### src/hdl/lbt_pkg.sv
// ----------------------------------------------------------------------------
// lbt_pkg: shared types and constants of the label backpatch table
// Field widths, codes, table entry layout and the controller/datapath links.
// ----------------------------------------------------------------------------
package lbt_pkg;

  localparam int TABLE_DEPTH = 16;
  localparam int KEY_W       = 32;
  localparam int ADDR_W      = 16;
  localparam int OFF_W       = 32;
  localparam int IDX_W       = $clog2(TABLE_DEPTH);
  localparam int CNT_W       = $clog2(TABLE_DEPTH + 1);

  localparam int IN_DATA_W   = 72;
  localparam int OUT_DATA_W  = 56;

  typedef enum logic [1:0] {
    FUNC_REGISTER = 2'd0,
    FUNC_RESOLVE  = 2'd1,
    FUNC_CLEAR    = 2'd2
  } func_t;

  typedef enum logic [1:0] {
    ST_OK    = 2'd0,
    ST_PATCH = 2'd1,
    ST_FULL  = 2'd2,
    ST_NONE  = 2'd3
  } status_t;

  typedef enum logic [3:0] {
    S_IDLE,
    S_DISPATCH,
    S_SCAN_RD,
    S_SCAN_CMP,
    S_SCAN_END,
    S_CMP_RD,
    S_CMP_WR,
    S_RESP_OK,
    S_RESP_FULL,
    S_RESP_NONE
  } state_t;

  typedef struct packed {
    logic              wide;
    logic [ADDR_W-1:0] paddr;
    logic [ADDR_W-1:0] pos;
    logic [KEY_W-1:0]  key;
  } entry_t;

  // controller -> datapath
  typedef struct packed {
    logic    load_item;
    logic    reg_write;
    logic    clear;
    logic    scan_start;
    logic    mem_rd;
    logic    scan_step;
    logic    scan_finish;
    logic    cmp_step;
    logic    resp_load;
    status_t resp_code;
  } cmd_t;

  // datapath -> controller
  typedef struct packed {
    logic [1:0] func;
    logic       full;
    logic       empty;
    logic       match;
    logic       pend_valid;
    logic       out_free;
    logic       idx_zero;
    logic       cmp_done;
  } sts_t;

endpackage

### src/hdl/label_backpatch_table_top.sv
// ----------------------------------------------------------------------------
// label_backpatch_table_top: pending forward-reference table
// Stores forward references and emits patch beats when labels resolve.
// ----------------------------------------------------------------------------
//  channel | dir | tdata fields (low bit up)                    | tuser  | tlast
//  in_     | in  | label_key, position, patch_address, wide     | func   | -
//  out_    | out | out_address, offset_value, out_wide          | status | last
//
//  Register, clear and unknown items pass through dispatch and a response
//  state. A resolve over n live entries walks the table newest first, a read
//  and a compare per entry, and shows its last patch or the none-pending
//  answer when the walk ends (straight after dispatch on an empty table);
//  after a match, compaction holds the input while it reads and rewrites the
//  n entries. The table memory has one read and one write port (one read per
//  cycle). Output stalls hold the walk. Reset empties the table at once.
module label_backpatch_table_top (
  input  logic                             clk,
  input  logic                             rst_n,
  input  logic                             in_tvalid,
  output logic                             in_tready,
  // label_key[31:0], position[47:32], patch_address[63:48], wide_field[64]
  input  logic [lbt_pkg::IN_DATA_W-1:0]    in_tdata,
  // func[1:0]
  input  logic [1:0]                       in_tuser,
  output logic                             out_tvalid,
  input  logic                             out_tready,
  // out_address[15:0], offset_value[47:16], out_wide[48]
  output logic [lbt_pkg::OUT_DATA_W-1:0]   out_tdata,
  // status[1:0]
  output logic [1:0]                       out_tuser,
  output logic                             out_tlast
);

  lbt_pkg::cmd_t cmd;
  lbt_pkg::sts_t sts;

  lbt_ctrl u_ctrl (
    .clk       (clk),
    .rst_n     (rst_n),
    .in_tvalid (in_tvalid),
    .in_tready (in_tready),
    .sts       (sts),
    .cmd       (cmd)
  );

  lbt_dpath u_dpath (
    .clk        (clk),
    .rst_n      (rst_n),
    .cmd        (cmd),
    .sts        (sts),
    .in_tdata   (in_tdata),
    .in_tuser   (in_tuser),
    .out_tvalid (out_tvalid),
    .out_tready (out_tready),
    .out_tdata  (out_tdata),
    .out_tuser  (out_tuser),
    .out_tlast  (out_tlast)
  );

endmodule

### src/hdl/lbt_ctrl.sv
// ----------------------------------------------------------------------------
// lbt_ctrl: sequencing state machine of the label backpatch table
// Dispatches each item, walks the table on a resolve and compacts it after.
// ----------------------------------------------------------------------------
module lbt_ctrl (
  input  logic          clk,
  input  logic          rst_n,
  input  logic          in_tvalid,
  output logic          in_tready,
  input  lbt_pkg::sts_t sts,
  output lbt_pkg::cmd_t cmd
);

  lbt_pkg::state_t state_r, state_nxt;

  always_ff @(posedge clk) begin
    if (!rst_n) begin
      state_r <= lbt_pkg::S_IDLE;
    end else begin
      state_r <= state_nxt;
    end
  end

  // next state
  always_comb begin
    state_nxt = state_r;
    unique case (state_r)
      lbt_pkg::S_IDLE: begin
        if (in_tvalid) state_nxt = lbt_pkg::S_DISPATCH;
      end
      lbt_pkg::S_DISPATCH: begin
        unique case (sts.func)
          lbt_pkg::FUNC_REGISTER:
            state_nxt = sts.full ? lbt_pkg::S_RESP_FULL : lbt_pkg::S_RESP_OK;
          lbt_pkg::FUNC_RESOLVE:
            state_nxt = sts.empty ? lbt_pkg::S_RESP_NONE : lbt_pkg::S_SCAN_RD;
          default: state_nxt = lbt_pkg::S_RESP_OK;
        endcase
      end
      lbt_pkg::S_SCAN_RD: state_nxt = lbt_pkg::S_SCAN_CMP;
      lbt_pkg::S_SCAN_CMP: begin
        if (!(sts.match && sts.pend_valid && !sts.out_free)) begin
          state_nxt = sts.idx_zero ? lbt_pkg::S_SCAN_END : lbt_pkg::S_SCAN_RD;
        end
      end
      lbt_pkg::S_SCAN_END: begin
        if (!sts.pend_valid) begin
          state_nxt = lbt_pkg::S_RESP_NONE;
        end else if (sts.out_free) begin
          state_nxt = lbt_pkg::S_CMP_RD;
        end
      end
      lbt_pkg::S_CMP_RD: state_nxt = lbt_pkg::S_CMP_WR;
      lbt_pkg::S_CMP_WR:
        state_nxt = sts.cmp_done ? lbt_pkg::S_IDLE : lbt_pkg::S_CMP_RD;
      lbt_pkg::S_RESP_OK,
      lbt_pkg::S_RESP_FULL,
      lbt_pkg::S_RESP_NONE: begin
        if (sts.out_free) state_nxt = lbt_pkg::S_IDLE;
      end
      default: state_nxt = lbt_pkg::S_IDLE;
    endcase
  end

  // outputs
  always_comb begin
    cmd           = '0;
    cmd.resp_code = lbt_pkg::ST_OK;
    in_tready     = 1'b0;
    unique case (state_r)
      lbt_pkg::S_IDLE: begin
        in_tready     = 1'b1;
        cmd.load_item = in_tvalid;
      end
      lbt_pkg::S_DISPATCH: begin
        unique case (sts.func)
          lbt_pkg::FUNC_REGISTER: cmd.reg_write  = !sts.full;
          lbt_pkg::FUNC_RESOLVE:  cmd.scan_start = !sts.empty;
          lbt_pkg::FUNC_CLEAR:    cmd.clear      = 1'b1;
          default: ;
        endcase
      end
      lbt_pkg::S_SCAN_RD: cmd.mem_rd = 1'b1;
      lbt_pkg::S_SCAN_CMP:
        cmd.scan_step = !(sts.match && sts.pend_valid && !sts.out_free);
      lbt_pkg::S_SCAN_END: cmd.scan_finish = sts.pend_valid && sts.out_free;
      lbt_pkg::S_CMP_RD: cmd.mem_rd = 1'b1;
      lbt_pkg::S_CMP_WR: cmd.cmp_step = 1'b1;
      lbt_pkg::S_RESP_OK: begin
        cmd.resp_load = sts.out_free;
        cmd.resp_code = lbt_pkg::ST_OK;
      end
      lbt_pkg::S_RESP_FULL: begin
        cmd.resp_load = sts.out_free;
        cmd.resp_code = lbt_pkg::ST_FULL;
      end
      lbt_pkg::S_RESP_NONE: begin
        cmd.resp_load = sts.out_free;
        cmd.resp_code = lbt_pkg::ST_NONE;
      end
      default: ;
    endcase
  end

endmodule

### src/hdl/lbt_dpath.sv
// ----------------------------------------------------------------------------
// lbt_dpath: table storage, offset arithmetic and result register
// Entries are kept packed oldest first in indexes 0 .. count-1.
// ----------------------------------------------------------------------------
module lbt_dpath (
  input  logic                              clk,
  input  logic                              rst_n,
  input  lbt_pkg::cmd_t                     cmd,
  output lbt_pkg::sts_t                     sts,
  input  logic [lbt_pkg::IN_DATA_W-1:0]     in_tdata,
  input  logic [1:0]                        in_tuser,
  output logic                              out_tvalid,
  input  logic                              out_tready,
  output logic [lbt_pkg::OUT_DATA_W-1:0]    out_tdata,
  output logic [1:0]                        out_tuser,
  output logic                              out_tlast
);

  localparam int IDX_W = lbt_pkg::IDX_W;
  localparam int CNT_W = lbt_pkg::CNT_W;
  localparam int DEPTH = lbt_pkg::TABLE_DEPTH;
  localparam int AW    = lbt_pkg::ADDR_W;
  localparam int OW    = lbt_pkg::OFF_W;
  localparam int PAD_W = lbt_pkg::OUT_DATA_W - (AW + OW + 1);

  lbt_pkg::entry_t tbl_mem_r [DEPTH];
  lbt_pkg::entry_t rdata_r;
  lbt_pkg::entry_t item_r;
  logic [1:0]       func_r;

  logic [CNT_W-1:0] count_r;
  logic [IDX_W-1:0] idx_r;
  logic [IDX_W-1:0] wptr_r;
  logic [DEPTH-1:0] hit_r;

  logic             pend_valid_r;
  logic [AW-1:0]    pend_addr_r;
  logic [OW-1:0]    pend_off_r;
  logic             pend_wide_r;

  logic             out_valid_r;
  lbt_pkg::status_t out_status_r;
  logic [AW-1:0]    out_addr_r;
  logic [OW-1:0]    out_off_r;
  logic             out_wide_r;
  logic             out_last_r;

  logic             out_free;
  logic             match;
  logic [AW:0]      diff;
  logic [OW-1:0]    offset;
  logic [CNT_W-1:0] last_idx;
  logic             mem_we;
  logic [IDX_W-1:0] mem_waddr;
  lbt_pkg::entry_t  mem_wdata;

  assign out_free = !out_valid_r || out_tready;
  assign match    = (rdata_r.key == item_r.key);
  assign last_idx = count_r - CNT_W'(1);

  // label position minus instruction position, narrow patches wrap at 16 bits
  assign diff   = {1'b0, item_r.pos} - {1'b0, rdata_r.pos};
  assign offset = rdata_r.wide ? OW'(signed'(diff))
                               : OW'(signed'(diff[AW-1:0]));

  always_comb begin
    sts            = '0;
    sts.func       = func_r;
    sts.full       = (count_r == CNT_W'(DEPTH));
    sts.empty      = (count_r == '0);
    sts.match      = match;
    sts.pend_valid = pend_valid_r;
    sts.out_free   = out_free;
    sts.idx_zero   = (idx_r == '0);
    sts.cmp_done   = (CNT_W'(idx_r) == last_idx);
  end

  // single write port: append on register, move survivors on compaction
  always_comb begin
    mem_we    = 1'b0;
    mem_waddr = wptr_r;
    mem_wdata = rdata_r;
    if (cmd.reg_write) begin
      mem_we    = 1'b1;
      mem_waddr = count_r[IDX_W-1:0];
      mem_wdata = item_r;
    end else if (cmd.cmp_step && !hit_r[idx_r]) begin
      mem_we = 1'b1;
    end
  end

  always_ff @(posedge clk) begin
    if (mem_we) tbl_mem_r[mem_waddr] <= mem_wdata;
    if (cmd.mem_rd) rdata_r <= tbl_mem_r[idx_r];
  end

  always_ff @(posedge clk) begin
    if (cmd.load_item) begin
      func_r     <= in_tuser;
      item_r.key   <= in_tdata[31:0];
      item_r.pos   <= in_tdata[47:32];
      item_r.paddr <= in_tdata[63:48];
      item_r.wide  <= in_tdata[64];
    end
  end

  always_ff @(posedge clk) begin
    if (!rst_n) begin
      count_r      <= '0;
      idx_r        <= '0;
      wptr_r       <= '0;
      hit_r        <= '0;
      pend_valid_r <= 1'b0;
    end else begin
      if (cmd.reg_write) count_r <= count_r + CNT_W'(1);
      if (cmd.clear) count_r <= '0;
      if (cmd.scan_start) begin
        idx_r        <= last_idx[IDX_W-1:0];
        hit_r        <= '0;
        pend_valid_r <= 1'b0;
      end
      if (cmd.scan_step) begin
        if (match) begin
          hit_r[idx_r] <= 1'b1;
          pend_valid_r <= 1'b1;
        end
        if (idx_r != '0) idx_r <= idx_r - IDX_W'(1);
      end
      if (cmd.scan_finish) begin
        pend_valid_r <= 1'b0;
        idx_r        <= '0;
        wptr_r       <= '0;
      end
      if (cmd.cmp_step) begin
        if (!hit_r[idx_r]) wptr_r <= wptr_r + IDX_W'(1);
        if (CNT_W'(idx_r) == last_idx) begin
          count_r <= CNT_W'(wptr_r) + CNT_W'(!hit_r[idx_r]);
        end else begin
          idx_r <= idx_r + IDX_W'(1);
        end
      end
    end
  end

  // hold the newest match until the next one shows whether it is the last
  always_ff @(posedge clk) begin
    if (cmd.scan_step && match) begin
      pend_addr_r <= rdata_r.paddr;
      pend_off_r  <= offset;
      pend_wide_r <= rdata_r.wide;
    end
  end

  always_ff @(posedge clk) begin
    if (!rst_n) begin
      out_valid_r <= 1'b0;
    end else if ((cmd.scan_step && match && pend_valid_r) || cmd.scan_finish ||
                 cmd.resp_load) begin
      out_valid_r <= 1'b1;
    end else if (out_tready) begin
      out_valid_r <= 1'b0;
    end
  end

  always_ff @(posedge clk) begin
    if ((cmd.scan_step && match && pend_valid_r) || cmd.scan_finish) begin
      out_status_r <= lbt_pkg::ST_PATCH;
      out_addr_r   <= pend_addr_r;
      out_off_r    <= pend_off_r;
      out_wide_r   <= pend_wide_r;
      out_last_r   <= cmd.scan_finish;
    end else if (cmd.resp_load) begin
      out_status_r <= cmd.resp_code;
      out_addr_r   <= '0;
      out_off_r    <= '0;
      out_wide_r   <= 1'b0;
      out_last_r   <= 1'b1;
    end
  end

  assign out_tvalid = out_valid_r;
  assign out_tdata  = {{PAD_W{1'b0}}, out_wide_r, out_off_r, out_addr_r};
  assign out_tuser  = out_status_r;
  assign out_tlast  = out_last_r;

endmodule

### config.mk
export PLATFORM = sky130hd
export DESIGN_NAME = label_backpatch_table_top
export DESIGN_NICKNAME = d
export VERILOG_FILES = /design/src/hdl/lbt_pkg.sv /design/src/hdl/label_backpatch_table_top.sv /design/src/hdl/lbt_ctrl.sv /design/src/hdl/lbt_dpath.sv
export SDC_FILE = /design/constraint.sdc
export NUM_CORES = 1
export LEC_CHECK = 0
export BUFFER_PORTS_ARGS = -buffer_cell sky130_fd_sc_hd__buf_4
export CAP_MARGIN = 5
export CORE_MARGIN = 2
export CORE_UTILIZATION = 65
export DETAILED_ROUTE_END_ITERATION = 10
export PLACE_DENSITY = 0.8
export SLEW_MARGIN = 20
export SYNTH_ARGS = -nofsm -noshare
export SYNTH_HDL_FRONTEND = slang
export SYNTH_SLANG_ARGS = --single-unit
### constraint.sdc
create_clock -name clk -period 9.46 [get_ports clk]
set_input_delay 1.419 -clock clk [delete_from_list [all_inputs] [get_ports clk]]
set_output_delay 1.419 -clock clk [all_outputs]
set_load 0.03 [all_outputs]
======== After elaboration in Yosys (flattened, before gate mapping) ========
Memories as Yosys holds them, arrays and structs flattened. A register that Yosys moved wholly into a read port is not among the register bits.
Cells that the tools add are included.
cells by class
  $add $sub $neg .......................... 7
  $lt $le $gt $ge ......................... 2
  eq/ne operators ......................... 18
  muxes and demuxes ....................... 63
  bitwise gates (word level) .............. 2
  reductions and logical operators ........ 27
operator list
  operator               count
  $mux W16               6
  $mux W32               3
  $mux W4                17
  $mux W65               1
  $eq A32 B32 Y1         1
  $pmux W4 S8            1
  $mux W1                24
  $mux W5                4
  $sub A16 B16 Y17       1
  $eq A4 B3 Y1 const B   4
  $or A16 B16 Y16        1
  $mux W3                3
  $pmux W3 S3            1
  $add A4 B1 Y4 const B  2
  $eq A4 B2 Y1 const B   2
  $eq A4 B4 Y1 const B   2
  $logic_not A4 Y1       2
  $pmux W4 S2            1
  $logic_and A1 B1 Y1    7
  $logic_not A1 Y1       6
  $add A4 B1 Y5          1
  $add A5 B1 Y5 const B  1
  $eq A4 B5 Y1           1
  $eq A5 B5 Y1 const B   1
  other kinds (21)       26
word-level totals
  flip-flop bits (word level) ............. 203
  memory bits (writable) .................. 1,040
  input bits .............................. 78
  output and inout bits ................... 61
  logic and storage cells ................. 140
  memories ................................ 1
memory list
  name               depth  bits a word  read ports  clocked after memory_dff  wr ports  line             text
  u_dpath.tbl_mem_r  16     65           1           1                         1         lbt_dpath.sv:26  lbt_pkg::entry_t tbl_mem_r [DEPTH];

======== Depth between registers and ports, before layout ========
  depth in word-level cells ............... 11
  gate-level depth with buffers ........... 12
  depth with buffers taken out ............ 9

======== By module ========
Synthesis repeated with hierarchy kept, for this count alone.
second synthesis, totals
  cell total of the unflattened synthesis .. 2,278
  area total of the unflattened synthesis .. 49,816.5 um^2
by module, submodules not included
  module     times used  cells an instance  area an instance (um^2)  seq. area each (um^2)
  lbt_dpath  1           2,209              49,291.0                 37,926.4
  lbt_ctrl   1           69                 525.5                    80.1

======== Least setup slack after synthesis ========
OpenSTA, ideal clock, no wires.
  path type ............................... reg-to-reg
  from .................................... register u_dpath.idx_r[0]
  to ...................................... memory u_dpath.tbl_mem_r[2][0] (netlist name) (enable)
  library setup time ...................... 0.489 ns
  arrival time ............................ 4.736 ns
  required time ........................... 8.972 ns
  slack ................................... 4.236 ns
  stages on the path, launching flop included .. 9
  path buffers ............................ 2
  period minus slack after synthesis ...... 5.224 ns
  cell sequence ........................... dfxtp_1 > buf_6 > mux4_2 > a22o_1 > or3_1 > buf_2 > nor3b_1 > a21oi_1 > nor2_1
on the way
  cells in the longest elaborated chain, start to end .. 8
RTL lines
  element                        line              text
  start, declared                lbt_dpath.sv:32   logic [IDX_W-1:0] idx_r;
  start signal, assigned         lbt_dpath.sv:118  idx_r <= last_idx[IDX_W-1:0];
  start signal, assigned         lbt_dpath.sv:127  if (idx_r != '0) idx_r <= idx_r - IDX_W'(1);
  start signal, assigned         lbt_dpath.sv:139  idx_r <= idx_r + IDX_W'(1);
  $bmux W1 S4                    lbt_dpath.sv:87   end else if (cmd.cmp_step && !hit_r[idx_r]) begin
  $mux W1 (implied by the code)  lbt_dpath.sv:87
  $logic_not A1 Y1               --
  $logic_and A1 B1 Y1            lbt_dpath.sv:87
  $mux W1                        lbt_dpath.sv:87
  $mux W1                        lbt_dpath.sv:83   if (cmd.reg_write) begin
  $mux W1                        lbt_dpath.sv:93   if (mem_we) tbl_mem_r[mem_waddr] <= mem_wdata;
  $mux W1 (implied by the code)  lbt_dpath.sv:93
  end, declared                  lbt_dpath.sv:26
No other way between the ends. The select of a mux whose other input is x is not followed.

======== Worst setup path after layout ========
  from .................................... register u_dpath.idx_r[3]
  to ...................................... memory u_dpath.tbl_mem_r[12][13] (netlist name) (enable)
The elaborated chain is that of the path after synthesis.

==> key figures <==
Global routing
  • GR Overflow Total: 0
  • First-pass GRT wire length: around 170 mm
  • GRT Util Overall: 30.19%
  • Largest net degree at the start of global routing: about 160
  • Initial antenna violation count: 0
  • Vias in the first global route: between 20000 and 30000

Clock tree
  • Clock tree buffer depth: 3
  • CTS Hold Bufs: 0
  • Reg clk slew, reported paths: 0.06 ns
  • Clock latency on the worst-skew pair: 0.71 ns
  • CTS tree: done
  • Clock root cell: clkbuf_16
  • Postcts setup bufs: 0
  • H-tree depth: 3
  • Resized cells post-CTS: 0
  • Clock sink count: between 1000 and 1500
  • Inserted Clock Buffers: approximately 120

Finish
  • Commonest non-fill, non-tap cell in the layout: edfxtp_1
  • Share of layout cells above drive strength 1: about a quarter
  • Layout Cells excl Fill: ~3700
  • Final instance area: ~0.056 mm^2
  • Area delta synth->final: 11.84%
  • Fin nets: 2639
  • Most frequent cells in the layout: edfxtp_1 (1241), mux4_2 (329), nand2_1 (178)
  • ANT cells: 0

Timing
  • Part of the cycle the worst path needs: 59.22%
  • RSZ-0062 raised after global routing: no
  • Final Setup Violations: 0
  • Worst Tran Pin Value: about 1.1 ns
  • Setup TNS: 0 ns
  • Clock Skew: roughly 0.045 ns
  • Final-report max-slew violation count: 0
  • Fmax: roughly 0.18 GHz
  • Final Hold Viols: 0
  • Rel. slew slack: between 20 and 30%
  • Min cycle time layout: ~5.6 ns

Routing
  • Drt pass-1 iters: 8
  • Routed len/inst: ~32 um
  • Antenna-violating nets left: 0
  • DR vias/cell: approximately 6.8
  • DRC Markers: 0
  • Final WL: approximately 120 mm
  • Vias: around 25000
  • Initial DRC count: 3413

Floorplanning
  • I/O Pins: 139
  • Core area: 0.07595 mm^2
  • Site Rows: between 100 and 150
  • Die W: ~280 um
  • Die height: ~280 um
  • Die Footprint: around 0.079 mm^2
  • Initial Util: approximately 66%

Placed design
  • Hpwl dp: between 50 and 60 mm
  • GPL Wtd Cong: 0.8232
  • Placed cell area: around 0.052 mm^2
  • I/O Buffers: between 100 and 150
  • Placed cell count: between 3000 and 4000

Yosys
  • Syn_area_per_cell: 20.91 um^2
  • Seq/Total Area, Yosys: between 70% and 80%
  • Synth warnings: 0
  • Cells taking the most area after synthesis: edfxtp_1 (75%), mux4_2 (15%), dfxtp_1 (1.5%), nand2_1 (1.3%), xnor2_1 (0.84%)
  • Synth Flop Type: edfxtp_1
  • Area leader, netlist: edfxtp_1
  • Number of synthesized flops with an enable pin: roughly 1200
  • Count of state elements after synthesis: around 1300
  • Post-synth cell types: between 60 and 70
  • Post-Syn Area: about 0.05 mm^2
  • Synth top area share: 74.77%
  • Cells after Synth: 2384
  • Fraction of registers with async set or reset after synthesis: 0%

Hold path
  • Hold crit path type: reg2reg

Status
  • Status: finished clean

Critical path
  • Top cell family by delay on the critical path: buffers and inverters
  • Worst path slowest cell: dfxtp_4
  • Critical path's largest stage delay: just over 0.8 ns
  • Setup Crit Path Kind: reg2reg
  • Critical Path Sink Type: register
  • Worst Path Required: about 9.8 ns
  • WP buf/inv: 3
  • Critical path's most frequent cell: buf_4
  • R2R setup slack: around 3.9 ns
  • Max FO, Critical Path: 42
  • Startpoint types: register
  • CP arrival: approximately 5.9 ns
  • CP cell instances: buf_4, nor2_1, a22o_1, or3_1, nor2_1, a22oi_1, nor2_4, buf_4, buf_4

Power
  • P_leak: 17.49 nW
  • Worst VDD drop: 188.2 uV
  • Power Density: roughly 260 mW/mm^2

Run
  • Total of max-cap violations: 0
-- layer usage --
layer,vias up,share of wire (%),GRT usage (%)
li1,10040,-,-
met1,12900,36,41.22
met2,1637,51,50.17
met3,281,9.4,5.030
met4,0,3.6,10.97
met5,-,0,0
-- power by group --
part,total (mW),switching (mW),internal (mW)
sequential,7.46,0.214,7.25
clock,4.62,2.03,2.58
combinational,2.26,1.54,0.720
total,14.3,3.79,10.5
-- path summary, 6_finish.rpt --
| path | from | to | cells past startpoint |
|---|---|---|---|
| max | u_dpath.idx_r[3] | u_dpath.tbl_mem_r[12][13] | 9 |
| min | u_dpath.rdata_r[48] | u_dpath.pend_addr_r[0] | 0 |
| max reg2reg | u_dpath.idx_r[3] | u_dpath.tbl_mem_r[12][13] | 9 |
| min reg2reg | u_dpath.rdata_r[48] | u_dpath.pend_addr_r[0] | 0 |
-- logic make-up after synthesis --
kind of cell,count (synthesis),share of synthesized area (%)
DFF,1278,76.25
and+or+nand+nor,375,3.522
muxes,336,15.02
buffers and inverters,178,1.594
AOI/OAI and AO/OA,131,1.870
xor gates and xnor gates,59,1.064
adders and majority gates,26,0.6678
other,1,0.007524
-- cell type report --
cell class	count	area, um^2
Inverter	38	142.6
Clock buffer	152	3102
Fill cell	4035	20210
Sequential cell	1278	38020
Clock inverter	70	636.9
Multi-Input combinational cell	934	11240
Timing Repair Buffer	166	1308
Tap cell	1030	1289
-- synthesized netlist by cell type (3+ instances only) --
master,count
nor3_1,13
nor4_1,6
nor2b_1,11
and3_1,4
buf_2,20
a211o_1,3
nor2_1,58
xnor2_1,48
o21ai_1,21
o21ai_0,13
xor2_1,10
a32oi_1,17
nand2_1,179
mux2i_1,5
a211oi_1,6
o21a_1,8
and2_1,41
nand2b_1,6
nand4_1,13
a31oi_1,5
ha_1,25
inv_1,36
buf_4,25
nand3_1,17
buf_1,30
or3_1,8
o2111ai_1,4
a21oi_1,18
edfxtp_1,1241
mux4_2,329
clkbuf_1,64
a31oi_2,3
dfxtp_1,37
nor3b_1,6
a21o_1,7
o31ai_1,3
-- per-stage QoR --
stage	setup slack, ns	hold WS (ns)	util [%]	total power, mW
2_1_floorplan	4.236	0.4262	-	9.000
3_3_place_gp	4.027	0.4311	68.38	9.619
3_5_place_dp	3.901	0.4375	68.38	9.763
4_1_cts	3.908	0.4510	73.30	14.36
5_1_grt	3.743	0.4622	73.39	14.78
6_report	3.858	0.4507	73.39	14.34
-- state kept, by name, indices dropped and copies added, names as in the netlist, 5 cells and up --
signal	count
u_dpath.rdata_r	65
u_dpath.hit_r	16
u_dpath.count_r	5
u_dpath.tbl_mem_r	1040
u_dpath.pend_off_r	17
u_dpath.out_addr_r	16
u_dpath.pend_addr_r	16
u_dpath.item_r	65
u_dpath.out_off_r	17
(Power assumes the default switching activity.)
